--- src/mpq_pkg.sv ---
package mpq_pkg;

	// Heap depth and the field widths of the queue.
	localparam int CAPACITY = 64;
	localparam int KEY_W    = 32;
	localparam int ENTRY_W  = 7;
	localparam int IDX_W    = $clog2(CAPACITY);
	localparam int CNT_W    = $clog2(CAPACITY + 1);
	// Child indexes of the deepest node reach twice the capacity.
	localparam int CH_W     = IDX_W + 2;

	typedef enum logic [1:0] {
		OP_INSERT  = 2'd0,
		OP_FIND    = 2'd1,
		OP_EXTRACT = 2'd2
	} opcode_t;

	typedef enum logic [1:0] {
		ST_OK    = 2'd0,
		ST_EMPTY = 2'd1,
		ST_FULL  = 2'd2
	} status_t;

	// Finished result handed from the sequencer to the output register.
	typedef struct packed {
		logic [KEY_W-1:0]   min_value;
		logic [1:0]         status;
		logic [ENTRY_W-1:0] entry_count;
	} result_t;

endpackage

--- src/mpq_ram.sv ---
module mpq_ram #(
	parameter int WIDTH = 32,
	parameter int DEPTH = 64
) (
	input  logic                     clk,
	input  logic                     we,
	input  logic [$clog2(DEPTH)-1:0] waddr,
	input  logic [WIDTH-1:0]         wdata,
	input  logic [$clog2(DEPTH)-1:0] raddr,
	output logic [WIDTH-1:0]         rdata
);

	logic [WIDTH-1:0] mem_q [DEPTH];

	// One write port and one read port with registered read data.
	always_ff @(posedge clk) begin
		if (we) begin
			mem_q[waddr] <= wdata;
		end
		rdata <= mem_q[raddr];
	end

endmodule

--- src/mpq_seq.sv ---
module mpq_seq (
	input  logic                   clk,
	input  logic                   arst_n,
	input  logic                   in_valid,
	output logic                   in_ready,
	input  logic [1:0]             opcode,
	input  logic [mpq_pkg::KEY_W-1:0] key_value,
	output logic                   res_valid,
	input  logic                   res_take,
	output mpq_pkg::result_t       res
);

	import mpq_pkg::*;

	typedef enum logic [3:0] {
		S_IDLE,
		S_MIN_WAIT,
		S_LAST_WAIT,
		S_UP_CHK,
		S_UP_CMP,
		S_DN_CHK,
		S_DN_RDR,
		S_DN_CMP,
		S_FIN
	} state_t;

	state_t             state_q;
	logic [IDX_W-1:0]   pos_q;
	logic [KEY_W-1:0]   val_q;
	logic [KEY_W-1:0]   lval_q;
	logic               rok_q;
	logic               extract_q;
	logic [CNT_W-1:0]   cnt_q;
	logic [KEY_W-1:0]   min_q;
	logic [1:0]         status_q;

	logic               we;
	logic [IDX_W-1:0]   waddr;
	logic [KEY_W-1:0]   wdata;
	logic [IDX_W-1:0]   raddr;
	logic [KEY_W-1:0]   rdata;

	logic [CH_W-1:0]    left_idx;
	logic [CH_W-1:0]    right_idx;
	logic [CH_W-1:0]    cnt_ext;
	logic [IDX_W-1:0]   parent_idx;
	logic               left_ok;
	logic               right_ok;
	logic               parent_le;
	logic               pick_right;
	logic [KEY_W-1:0]   child_val;
	logic [IDX_W-1:0]   child_idx;
	logic               child_lt;
	logic               accept;

	mpq_ram #(
		.WIDTH(KEY_W),
		.DEPTH(CAPACITY)
	) u_heap (
		.clk  (clk),
		.we   (we),
		.waddr(waddr),
		.wdata(wdata),
		.raddr(raddr),
		.rdata(rdata)
	);

	assign accept    = in_valid && in_ready;
	assign in_ready  = (state_q == S_IDLE);
	assign res_valid = (state_q == S_FIN);
	assign res       = '{min_value: min_q, status: status_q,
		entry_count: ENTRY_W'(cnt_q)};

	// Heap index arithmetic for the current hole position.
	assign left_idx   = {1'b0, pos_q, 1'b1};
	assign right_idx  = left_idx + CH_W'(1);
	assign cnt_ext    = CH_W'(cnt_q);
	assign left_ok    = left_idx < cnt_ext;
	assign right_ok   = right_idx < cnt_ext;
	assign parent_idx = IDX_W'((pos_q - IDX_W'(1)) >> 1);

	// Signed comparators: parent against the rising value, and the smaller
	// child against the sinking value.
	assign parent_le  = $signed(rdata) <= $signed(val_q);
	assign pick_right = rok_q && ($signed(rdata) < $signed(lval_q));
	assign child_val  = pick_right ? rdata : lval_q;
	assign child_idx  = pick_right ? IDX_W'(left_idx + CH_W'(1)) : IDX_W'(left_idx);
	assign child_lt   = $signed(child_val) < $signed(val_q);

	// Memory port control per sequencer step.
	always_comb begin
		we    = 1'b0;
		waddr = pos_q;
		wdata = val_q;
		raddr = '0;
		case (state_q)
			S_MIN_WAIT: begin
				raddr = IDX_W'(cnt_q - CNT_W'(1));
			end
			S_UP_CHK: begin
				raddr = parent_idx;
				we    = (pos_q == '0);
			end
			S_UP_CMP: begin
				we    = 1'b1;
				wdata = parent_le ? val_q : rdata;
			end
			S_DN_CHK: begin
				raddr = IDX_W'(left_idx);
				we    = !left_ok;
			end
			S_DN_RDR: begin
				raddr = IDX_W'(right_idx);
			end
			S_DN_CMP: begin
				we    = 1'b1;
				wdata = child_lt ? child_val : val_q;
			end
			default: begin
				raddr = '0;
			end
		endcase
	end

	// Sequencer state and held result.
	always_ff @(posedge clk or negedge arst_n) begin
		if (!arst_n) begin
			state_q   <= S_IDLE;
			cnt_q     <= '0;
			pos_q     <= '0;
			val_q     <= '0;
			lval_q    <= '0;
			rok_q     <= 1'b0;
			extract_q <= 1'b0;
			min_q     <= '0;
			status_q  <= ST_OK;
		end else begin
			case (state_q)
				S_IDLE: begin
					if (accept) begin
						min_q     <= '0;
						status_q  <= ST_OK;
						extract_q <= (opcode == OP_EXTRACT);
						val_q     <= key_value;
						case (opcode)
							OP_INSERT: begin
								if (cnt_q >= CNT_W'(CAPACITY)) begin
									status_q <= ST_FULL;
									state_q  <= S_FIN;
								end else begin
									pos_q   <= IDX_W'(cnt_q);
									cnt_q   <= cnt_q + CNT_W'(1);
									state_q <= S_UP_CHK;
								end
							end
							OP_FIND, OP_EXTRACT: begin
								if (cnt_q == '0) begin
									status_q <= ST_EMPTY;
									state_q  <= S_FIN;
								end else begin
									state_q <= S_MIN_WAIT;
								end
							end
							default: begin
								state_q <= S_FIN;
							end
						endcase
					end
				end
				S_MIN_WAIT: begin
					// Root is on the read port; an extract also fetches the last entry.
					min_q <= rdata;
					if (extract_q) begin
						cnt_q   <= cnt_q - CNT_W'(1);
						state_q <= S_LAST_WAIT;
					end else begin
						state_q <= S_FIN;
					end
				end
				S_LAST_WAIT: begin
					val_q   <= rdata;
					pos_q   <= '0;
					state_q <= S_DN_CHK;
				end
				S_UP_CHK: begin
					state_q <= (pos_q == '0) ? S_FIN : S_UP_CMP;
				end
				S_UP_CMP: begin
					if (parent_le) begin
						state_q <= S_FIN;
					end else begin
						pos_q   <= parent_idx;
						state_q <= S_UP_CHK;
					end
				end
				S_DN_CHK: begin
					state_q <= left_ok ? S_DN_RDR : S_FIN;
				end
				S_DN_RDR: begin
					lval_q  <= rdata;
					rok_q   <= right_ok;
					state_q <= S_DN_CMP;
				end
				S_DN_CMP: begin
					if (child_lt) begin
						pos_q   <= child_idx;
						state_q <= S_DN_CHK;
					end else begin
						state_q <= S_FIN;
					end
				end
				S_FIN: begin
					if (res_take) begin
						state_q <= S_IDLE;
					end
				end
				default: begin
					state_q <= S_IDLE;
				end
			endcase
		end
	end

endmodule

--- src/min_priority_queue.sv ---
// Min-priority queue of signed 32-bit keys held as a binary min-heap in a
// 64-entry RAM with one read and one write port. Each transaction carries an
// insert, find-minimum or extract-minimum operation and yields exactly one
// result transaction with the minimum (zero unless a find or extract found
// one), a status (ok, empty, or full with the insert dropped) and the entry
// count after the operation. One operation is in flight at a time. An insert
// sifts up with a check and a compare step per level, and an extract sifts
// down with a check, a right-child read and a compare step per level, since
// both children pass through the single RAM read port. A new transaction is
// taken while the previous result still waits in the output register.
module min_priority_queue (
	input  logic                      clk,
	input  logic                      arst_n,
	input  logic                      in_valid,
	output logic                      in_ready,
	input  logic [1:0]                opcode,
	input  logic [mpq_pkg::KEY_W-1:0] key_value,
	output logic                      out_valid,
	input  logic                      out_ready,
	output logic [mpq_pkg::KEY_W-1:0] min_value,
	output logic [1:0]                status,
	output logic [mpq_pkg::ENTRY_W-1:0] entry_count
);

	import mpq_pkg::*;

	logic    res_valid;
	logic    res_take;
	result_t res;
	logic    out_valid_q;
	result_t out_q;

	mpq_seq u_seq (
		.clk      (clk),
		.arst_n   (arst_n),
		.in_valid (in_valid),
		.in_ready (in_ready),
		.opcode   (opcode),
		.key_value(key_value),
		.res_valid(res_valid),
		.res_take (res_take),
		.res      (res)
	);

	// Output register: loads a finished result whenever it is free or draining.
	assign res_take = res_valid && (!out_valid_q || out_ready);

	always_ff @(posedge clk or negedge arst_n) begin
		if (!arst_n) begin
			out_valid_q <= 1'b0;
		end else if (res_take) begin
			out_valid_q <= 1'b1;
		end else if (out_ready) begin
			out_valid_q <= 1'b0;
		end
	end

	always_ff @(posedge clk) begin
		if (res_take) begin
			out_q <= res;
		end
	end

	assign out_valid   = out_valid_q;
	assign min_value   = out_q.min_value;
	assign status      = out_q.status;
	assign entry_count = out_q.entry_count;

	// An accepted operation leaves the queue busy in the cycle after it is taken.
	a_busy_after_accept: assert property (@(posedge clk) disable iff (!arst_n)
		in_valid && in_ready |=> !in_ready)
		else $error("queue ready right after accepting an operation");

	// The count never passes the capacity.
	a_count_bound: assert property (@(posedge clk) disable iff (!arst_n)
		out_valid |-> entry_count <= ENTRY_W'(CAPACITY))
		else $error("entry count above capacity");

	// A dropped insert only happens on a full queue.
	a_full_status: assert property (@(posedge clk) disable iff (!arst_n)
		out_valid && status == ST_FULL |-> entry_count == ENTRY_W'(CAPACITY)
			&& min_value == '0)
		else $error("full status with room left");

	// An empty result reports an empty queue and a zero minimum.
	a_empty_status: assert property (@(posedge clk) disable iff (!arst_n)
		out_valid && status == ST_EMPTY |-> entry_count == '0 && min_value == '0)
		else $error("empty status on a non-empty queue");

endmodule
--- config.mk ---
export PLATFORM = sky130hd
export DESIGN_NAME = min_priority_queue
export DESIGN_NICKNAME = d
export VERILOG_FILES = /design/src/mpq_pkg.sv /design/src/mpq_ram.sv /design/src/mpq_seq.sv /design/src/min_priority_queue.sv
export SDC_FILE = /design/constraint.sdc
export NUM_CORES = 2
export LEC_CHECK = 0
export BUFFER_PORTS_ARGS = -buffer_cell sky130_fd_sc_hd__buf_2
export CORE_UTILIZATION = 57
export DETAILED_ROUTE_END_ITERATION = 8
export GPL_TIMING_DRIVEN = 1
export PLACE_DENSITY = 0.73
export SYNTH_ARGS = -nofsm -noshare
export SYNTH_HDL_FRONTEND = slang
export SYNTH_SLANG_ARGS = --single-unit
--- constraint.sdc ---
create_clock -name clk -period 7.9 [get_ports clk]
set_input_delay 0 -clock clk [delete_from_list [all_inputs] [get_ports clk]]
set_output_delay 0 -clock clk [all_outputs]
set_load 0.1 [all_outputs]
==> summary.md <==
| Metric | Value |
|---|---|
| Status | `completed` |
| Core area | `approximately 0.16 sq mm` |
| DR DRC count | `0` |
| Via Count | `~50000` |
| Fin area | `roughly 0.10 sq mm` |
| Multi-input logic area | `0.0227 sq mm` |
| Hold Path Class | `primary input to register` |
| Reg clk slew, reported paths | `70 ps` |
| Setup Buffers After CTS | `0` |
| Crit path capture | `u_seq.u_heap.mem_q[13][19]$_DFFE_PP_` |
| VDD IR max | `0.301 mV` |
| Slew HR | `0.0938` |
| Chip Width | `approximately 400 microns` |
| Placer Congestion | `0.953` |
| Adder-cell share of the synthesized area | `0.0159` |
| Clk_skew | `between 50 and 60 ps` |
| Fmax | `roughly 140 MHz` |
| Yosys warns | `0` |
| R2r setup slk | `between 800 and 900 ps` |
| Switching Fraction | `0.346` |
| I/O Buffers | `80` |
| Commonest non-fill, non-tap cell in the layout | `edfxtp_1` |
| Int Pwr | `approximately 26 mW` |
| Layout Utilization | `0.647` |
| Register area | `0.0663 sq mm` |
| Min Tclk post-route | `slightly above 7000 ps` |
| Post-synth top area share | `0.698` |
| Largest family of logic cells by synthesized area | `multiplexers` |
| CP startpoint | `u_seq.u_heap.rdata[31]$_DFF_P_` |
| Vias in the first global route | `between 40000 and 50000` |
| CTS resizes | `0` |
| Total CTS buffers | `around 220` |
| CP Max Fanout | `64` |
| Most frequent cells in the layout | `edfxtp_1, nand2_1, mux4_2` |
| CTS H-tree depth | `4` |
| Dpl cell area | `0.0937 sq mm` |
| Starting Density | `0.575` |
| CTS tree | `built` |
| Crit. End Element | `register` |
| Clock root cell | `clkbuf_16` |
| Die area | `~0.16 sq mm` |
| Fin. Hold Viols | `0` |
| Post-Synth XOR/XNOR Area | `0.00252` |
| Sw power | `13.5 mW` |
| Clock share of power | `0.258` |
| Main flop type after synthesis | `edfxtp_1` |
| Mux contribution to synthesized area | `0.137` |
| RSZ-0062 raised after global routing | `no` |
| Yosys cell types | `between 60 and 70` |
| Lkg Pwr | `33.5 nW` |
| Syn Inst Count | `between 4000 and 5000` |
| Initial antenna violation count | `10` |
| Yosys top cell by area | `edfxtp_1` |
| Ports | `81` |
| CP Launch Type | `register` |
| Filler Cells Inserted | `~10000` |
| R2R depth | `23` |
| GR Util All Layers | `0.330` |
| First-pass GRT wire length | `roughly 370000 microns` |
| Final Setup Violations | `0` |
| Die Height | `~400 microns` |
| # rows | `between 100 and 150` |
| Mapped Nets | `just under 5000` |
| Transition time of the tightest slew-check pin | `1360 ps` |
| Via density | `6.92` |
| ANT nets after route | `0` |
| Total iterations of the first detailed-routing run | `6` |
| Netlist Area Pre-Place | `roughly 0.090 sq mm` |
| Async set-reset flop share out of synthesis | `0.0527` |
| Register bit total from synthesis | `~2200` |
| Sequential Power Share | `0.412` |
| Synth top area cells | `edfxtp_1, mux4_2, dfrtp_1, nand2_1, ha_1` |
| # nets final | `5174` |
| Synth Area per Inst | `about 19 sq um` |
| Largest net degree at the start of global routing | `104` |
| Combinational fraction of design power | `0.330` |
| Routed wire length per instance | `35.9 microns` |
| Critical Path AT | `between 7000 and 8000 ps` |
| Compound-Gate Fraction of Synth Area | `0.0445` |
| Clock latency on the worst-skew pair | `approximately 850 ps` |
| Worst reg2reg path startpoint | `u_seq.u_heap.rdata[31]$_DFF_P_` |
| Sequential-to-total area share from yosys stat | `0.738` |
| Final WL | `roughly 260000 microns` |
| Initial DRC Count | `roughly 8200` |
| Critical path class | `register to register` |
| Post-DP HPWL | `roughly 140000 microns` |
| Max-cap violations | `0` |
| Worst flop-to-flop path endpoint | `u_seq.u_heap.mem_q[13][19]$_DFFE_PP_` |
| Final period util | `0.896` |
| Layout cells sized above 1 | `0.230` |
| Pwr/cell area | `just under 400 mW/mm^2` |
| Post-synth EDFFs | `around 2100` |
| Required time worst endpoint | `approximately 8300 ps` |
| Setup TNS | `0 ps` |
| CTS max path bufs | `3` |
| Slew Viols, Final | `0` |
| Grt ovf | `0` |
| Area growth syn-to-layout | `12.5%` |
| Simple-gate share of the synthesized area | `0.0447` |
| Clock Sinks | `between 2000 and 2500` |
## cell type report
class	instances	share of cell area
multi-input combinational	2201	0.224
tap	2058	0.0255
timing repair buffer	279	0.0233
antenna	2	0.0000495
inverter	86	0.00319
sequential	2239	0.656
clock inverter	123	0.0121
clock buffer	272	0.0560
## cells in the mapped netlist, drive strengths merged, types with 2 or more instances
cell type  instances
a31oi             68
a211o              4
ha               114
or4                3
or2                2
buf              137
a311o             32
or3                4
o211a              2
nor2b             12
xor2               3
nand2b             9
inv               86
a221oi             4
nor2             129
and2              99
mux4             512
mux2              34
nor3              19
mux2i             39
o21ai            101
o21a               6
o21bai             2
a222oi             2
o211ai            36
o221ai             5
a21o              12
edfxtp          2089
a22oi              8
nand3             89
clkbuf           141
nand4             21
dfrtp            118
nor4               4
nand2            525
o31a               2
a221o             31
xnor2             22
a21oi             38
dfxtp             32
a311oi            32
a211oi           162
and4               3
## sequential cells by signal, summed over array words and instances (netlist names), 2 cells and up
name / cells
status: 2
u_seq.u_heap.rdata: 32
u_seq.lval_q: 32
u_seq.cnt_q: 7
u_seq.pos_q: 6
min_value: 32
entry_count: 7
u_seq.min_q: 32
u_seq.status_q: 2
u_seq.state_q: 4
u_seq.val_q: 32
u_seq.u_heap.mem_q: 2048
## worst max-delay path: stages (launching register included)
cell	delay (ps)
dfxtp_1	460
ha_1	380
nand4_1	250
nor2_1	70
a221o_1	290
a211o_1	330
a21oi_1	170
xnor2_1	130
nand2_2	480
buf_4	290
mux2_2	370
ha_1	300
a21oi_1	140
nor2b_1	50
o21ai_0	180
a21oi_1	100
nor4_1	360
o211a_2	260
nand4_1	140
o21ai_4	220
xnor2_2	100
buf_4	260
a211oi_1	240
a221o_2	1030
## power groups by stage
stage	Combinational (mW)	Sequential, mW	Clock (mW)
floorplan	7.90	16.6	0
global placement	12.5	16.2	0
detailed placement	12.6	16.3	0
CTS	12.7	16.0	10.1
global route	13.6	16.1	10.6
finish	12.9	16.1	10.1
## cells by family after synthesis
kind of cell / after synthesis
flip-flops: 2239
XOR/XNOR: 25
multiplexers: 585
AO/OA/AOI/OAI: 555
adder cells (fa/ha/maj): 114
AND/OR/NAND/NOR: 922
buffers and inverters: 364
## layer usage
layer  GRT usage  share of wire  up-vias  routed length [microns]
met1       0.470           0.37    26100                    96500
met3      0.0862           0.13      553                    33800
li1            -              -    19900                        -
met2       0.494           0.46     3768                   119000
met5           0        0.00023        -                       59
met4       0.131          0.044        8                    11500
## per-stage QoR
stage	hold slack (ps)	total power [mW]	instances	setup WS, ps
CTS	4.25	38.9	7258	991
floorplan	-296	24.5	4804	523
detailed placement	106	28.9	6815	988
finish	46.8	39.0	7260	821
global route	46.1	40.3	7258	562
global placement	99.8	28.7	6815	1120
## worst min-delay path by stage
stage / cells after the start / slack [ps] / end / startpoint
finish: 4 / 50 / u_seq.val_q[14]$_DFFE_PN0P_ / key_value[14]
global route: 4 / 50 / u_seq.val_q[14]$_DFFE_PN0P_ / key_value[14]
CTS: 4 / 4 / u_seq.val_q[28]$_DFFE_PN0P_ / key_value[28]
detailed placement: 1 / 110 / u_seq.min_q[16]$_DFFE_PN0P_ / arst_n
global placement: 1 / 100 / u_seq.min_q[26]$_DFFE_PN0P_ / arst_n
floorplan: 0 / -300 / out_valid$_DFFE_PN0P_ / arst_n
## timing repair
item / in CTS / in global routing
endpoints found under the setup margin: 0 / 0
hold endpoints to repair: 102 / 0
hold buffers: 48 / 0
Note: power is estimated with default switching activity, not from simulation.
